--- src/rtl/core/assert_macros.svh ---
// assertion helpers used by gaussian_mixture_2d_eval
`ifndef ASSERT_MACROS_SVH
`define ASSERT_MACROS_SVH

// same-cycle implication
`define ASSERT_IMPLIES(label, clk, rst, ante, cons) \
   label: assert property (@(posedge clk) disable iff (rst) (ante) |-> (cons)) \
      else $error("same-cycle check failed");

// next-cycle implication
`define ASSERT_NEXT(label, clk, rst, ante, cons) \
   label: assert property (@(posedge clk) disable iff (rst) (ante) |=> (cons)) \
      else $error("next-cycle check failed");

`endif

--- src/rtl/core/gme_ram.sv ---
`default_nettype none
module gme_ram #(
   parameter int WIDTH = 32,
   parameter int DEPTH = 48
) (
   input  logic                     clock,
   input  logic                     wr_en,
   input  logic [$clog2(DEPTH)-1:0] wr_addr,
   input  logic [WIDTH-1:0]         wr_data,
   input  logic [$clog2(DEPTH)-1:0] rd_addr,
   output logic [WIDTH-1:0]         rd_data
);
   logic [WIDTH-1:0] mem_ff [DEPTH];
   logic [WIDTH-1:0] rd_data_ff;

   // write port and registered read port
   always_ff @(posedge clock) begin
      if (wr_en) begin
         mem_ff[wr_addr] <= wr_data;
      end
      rd_data_ff <= mem_ff[rd_addr];
   end

   assign rd_data = rd_data_ff;
endmodule
`default_nettype wire

--- config.mk ---
export PLATFORM = sky130hd
export DESIGN_NAME = gme_ram
export DESIGN_NICKNAME = d
export VERILOG_FILES = /design/src/rtl/core/assert_macros.svh /design/src/rtl/core/gme_ram.sv
export SDC_FILE = /design/constraint.sdc
export NUM_CORES = 1
export LEC_CHECK = 0
export BUFFER_PORTS_ARGS = -buffer_cell sky130_fd_sc_hd__buf_2
export CELL_PAD_IN_SITES_DETAIL_PLACEMENT = 0
export CELL_PAD_IN_SITES_GLOBAL_PLACEMENT = 1
export CORE_MARGIN = 2
export CORE_UTILIZATION = 54
export DETAILED_ROUTE_END_ITERATION = 8
export PLACE_DENSITY_LB_ADDON = 0.1
export SYNTH_ARGS = -nofsm -noshare
export SYNTH_HDL_FRONTEND = slang
export SYNTH_SLANG_ARGS = --single-unit
--- constraint.sdc ---
create_clock -name clock -period 3.87 [get_ports clock]
set_input_delay 0.1935 -clock clock [delete_from_list [all_inputs] [get_ports clock]]
set_output_delay 0.1935 -clock clock [all_outputs]
set_load 0.01 [all_outputs]
# Word level (Yosys, flattened, before mapping)
# Memory sizes are Yosys's and may differ from the RTL's. A register that Yosys moved wholly into a read port is not among the register bits.
# Index checks and enable logic that the tools add are counted.
dict set report word_totals {
  wordCells 3
  output_inout_bits 32
  ff_bits 0
  ramBits 1536
  memories 1
}
# memory depth word_bits read_ports rd_ports_with_merged_regs write_ports line_no
set memory_table {}
lappend memory_table {mem_ff 48 32 1 1 1 gme_ram.sv:13} ;# logic [WIDTH-1:0] mem_ff [DEPTH];
dict set report op_classes {
  mux 2
}
# cell count
set ops {}
lappend ops {{$mux 1} 2}

# Depth between registers and ports, before layout
dict set report logic_depth {
  ltp_word 2
  ltp_mapped 9
  mapped_depth_nobuf 5
}

# Worst setup path after synthesis
# Ideal clock, no wire load.
dict set report synth_path {
  path_type {input -> register}
  startpoint {input wr_addr[3]}
  endpoint {memory mem_ff[18][0] (enable)}
  path_slack_ns 0.525
  t_arrival_ns 2.884
  path_stages 3
  required_time_ns 3.409
  setup_time_ns 0.461
  n_path_buf 0
  path_cell_list {nor4bb_1 -> nand2_1 -> nor3_1}
}
# item line_no
set synth_rtl {}
lappend synth_rtl {{start, declared} gme_ram.sv:8} ;# input logic [$clog2(DEPTH)-1:0] wr_addr,
lappend synth_rtl {{end, declared} gme_ram.sv:13}
# No word-level cell before the write port.

# Final worst setup path
dict set report layout_path {
  startpoint {input wr_en}
  endpoint {memory mem_ff[5][10] (enable)}
}
dict set report layout_via {
  elab_chain_cells 2
}
# item line_no
set layout_rtl {}
lappend layout_rtl {{start, declared} gme_ram.sv:7} ;# input logic wr_en,
lappend layout_rtl {{$mux 1} gme_ram.sv:18} ;# if (wr_en) begin
lappend layout_rtl {{$mux 1 (not written as such)} gme_ram.sv:19} ;# mem_ff[wr_addr] <= wr_data;
# No other way between the ends.

==> qor.txt <==
clock buffer depth: 3
DRC viols: 0
critical path class: input pin to flop
Synth Register Bits: 1,568
syn_nets: 2,958
Multi-input gate area: 12,700 um2
Worst Max-Slew Pin Slew: 1220 ps
cells along the critical path: buf_2 -> nor2b_1 -> nand3_1 -> nor2_4 -> buf_4
GRT Overall Usage: 26.8%
vias in the first global route: 29,963
die area: 114,000 um2
Worst EP arrival: 2500 ps
Synth Instances: 2,912
post-detailed-routing wire length: 151,000 um
synth unique cells: 30
leakage: 22.8 nW
count of hold-fix buffers inserted at cts: 0
die width: 338 um
largest net degree at the start of global routing: 71
H-tree lvl count: 4
YS warnings: 0
Required @ worst endpoint: 4300 ps
Most used DFF post-synth: edfxtp_1
Final setup viols: 0
CP Capture Type: flop
most common cell after layout, fill and taps aside: edfxtp_1
cts bufs inserted: 160
switching component of the power: 0.00735 W
Tot Pwr: 0.0355 W
GRT overflow: 0
number of fill cells: 7,810
fin crit share: 53.6%
mapped cell area: 60,200 um2
routability-driven placement congestion ratio: 0.809
area grow syn2layout: 13.3%
flop-to-flop setup slack: 1890 ps
vias per std cell: 6.30
maximum fanout along the worst path: 17
IO buf count: 77
clock skew: 19.5 ps
CP max-delay cell: nor2_4
EDFF count, synth: 1,536
crit start category: input pin
CTS tree: done
root buffer cell: clkbuf_16
via count: 29,806
Layout Nets: 3,159
# rows: 122
final hold viol count: 0
min-delay worst type: input pin to flop
post-route ant nets: 0
P_int: 0.0282 W
sequential power share: 53.1%
outcome: finished clean
sequential fraction of the synthesis area: 77.7%
clk sinks: 1,568
initial core utilization: 54.4%
DR WL/cell: 31.9 um
initial drt markers: 3,387
most frequent cells in the layout: edfxtp_1, mux2i_1, clkbuf_16, mux4_2, a22oi_1
global-route wire length before repair: 214,000 um
Syn Area/Cell: 20.7 um2
post-CTS setup buffers: 0
Critical Path Max Stage Delay: 960 ps
FMAX: 0.482 GHz
Slew Viols, Final: 0
Post-synth ARST share: 0%
Core ar.: 111,000 um2
Die Y: 338 um
initial antenna violation count: 6
worst vdd ir: 0.372 mV
Clock power frac: 41.9%
Tmin final: 2080 ps
Clock Pin Slew Worst Setup and Hold Paths: 60 ps
DRT Pass-1 Iters: 5
RSZ-0062 raised after global routing: false
ratio of cells with drive above 1 in the final layout: 21.1%
Slew headroom: 18.3%
Sw Ratio: 20.7%
cell area power density: 521 nW/um2
Max Cap Violations: 0
Comb pwr share: 5.0%
Fin Setup TNS: 0 ps
Clock Latency Late Sink: 760 ps
storage element area: 46,800 um2
IO Pins: 78
post-CTS sizing: 0
placed wire-length estimate: 82,300 um
-- synthesized netlist by cell type (4+ instances only) --
master | n | area, um2
edfxtp_1 | 1536 | 46100
nor3_1 | 4 | 20.0
o22ai_1 | 32 | 200
mux4_2 | 160 | 3600
buf_1 | 21 | 78.8
o41ai_2 | 32 | 521
nor2_1 | 47 | 176
mux2i_1 | 512 | 5120
nand2b_1 | 5 | 31.3
buf_2 | 22 | 110
nand2_1 | 39 | 146
a22oi_1 | 128 | 961
a21oi_1 | 64 | 320
dfxtp_1 | 32 | 641
buf_4 | 23 | 173
nor2b_1 | 6 | 37.5
a22o_1 | 64 | 561
clkbuf_1 | 71 | 267
a221oi_1 | 64 | 561
buf_6 | 36 | 405
nand3_1 | 5 | 25.0
-- metal layers --
| metal | global-route usage [%] | up-vias | routed length [um] |
|---|---|---|---|
| met2 | 42.5 | 1212 | 72300 |
| met3 | 5.62 | 221 | 11800 |
| li1 | - | 12561 | - |
| met5 | 0 | - | 7 |
| met1 | 38.3 | 15810 | 63500 |
| met4 | 7.12 | 2 | 3310 |
-- path summary, 6_finish.rpt --
check | start | to | depth (start not counted)
hold reg to reg | mem_ff[27][19]$_DFFE_PP_ | rd_data[19]$_DFF_P_ | 4
setup / recovery | wr_en | mem_ff[5][10]$_DFFE_PP_ | 5
hold / removal | wr_data[18] | mem_ff[44][18]$_DFFE_PP_ | 1
setup reg to reg | mem_ff[47][31]$_DFFE_PP_ | rd_data[31]$_DFF_P_ | 4
-- state kept, by name (all words and copies together), names as in the netlist --
name	cells
mem_ff	1536
rd_data	32
-- power by group through the flow --
stage | Clock, W | Sequential, W | Combinational (W)
final | 0.0149 | 0.0189 | 0.00177
after global routing | 0.0158 | 0.0189 | 0.00187
after CTS | 0.0151 | 0.0189 | 0.00177
after detailed placement | 0 | 0.0192 | 0.00176
after global placement | 0 | 0.0192 | 0.00173
after floorplan | 0 | 0.0192 | 0.000991
-- layout make-up --
type                    count  area share, %
multi-input cells        1170           18.7
repair buffers            213           2.50
clock buffers             229           6.65
well taps                1488           2.73
diodes                      1        0.00367
clock inverters            63          0.801
flip-flops and latches   1568           68.6
-- cell families after synthesis --
group | share of synthesized area, %
buffers and inverters | 1.74
muxes | 14.5
DFF | 77.7
AOI/OAI and AO/OA | 5.19
and+or+nand+nor | 0.826
-- worst max-delay path, delay by kind of cell --
family        cells  cell delay [ps]
simple gates      3             1710
buf+inv           2              550
-- per-stage QoR --
step | setup WS [ps] | hold WS (ps) | util, % | instances | instance area [um2]
after floorplan | 525 | 292 | - | 2912 | 60200
after global placement | 1030 | 595 | 57.1 | 4439 | 63100
after detailed placement | 998 | 589 | 57.1 | 4439 | 63100
after CTS | 1800 | 43.9 | 61.7 | 4731 | 68100
after global routing | 1700 | 107 | 61.7 | 4731 | 68100
final | 1790 | 72.4 | 61.7 | 4732 | 68100
Note: power is estimated with default switching activity, not from simulation.
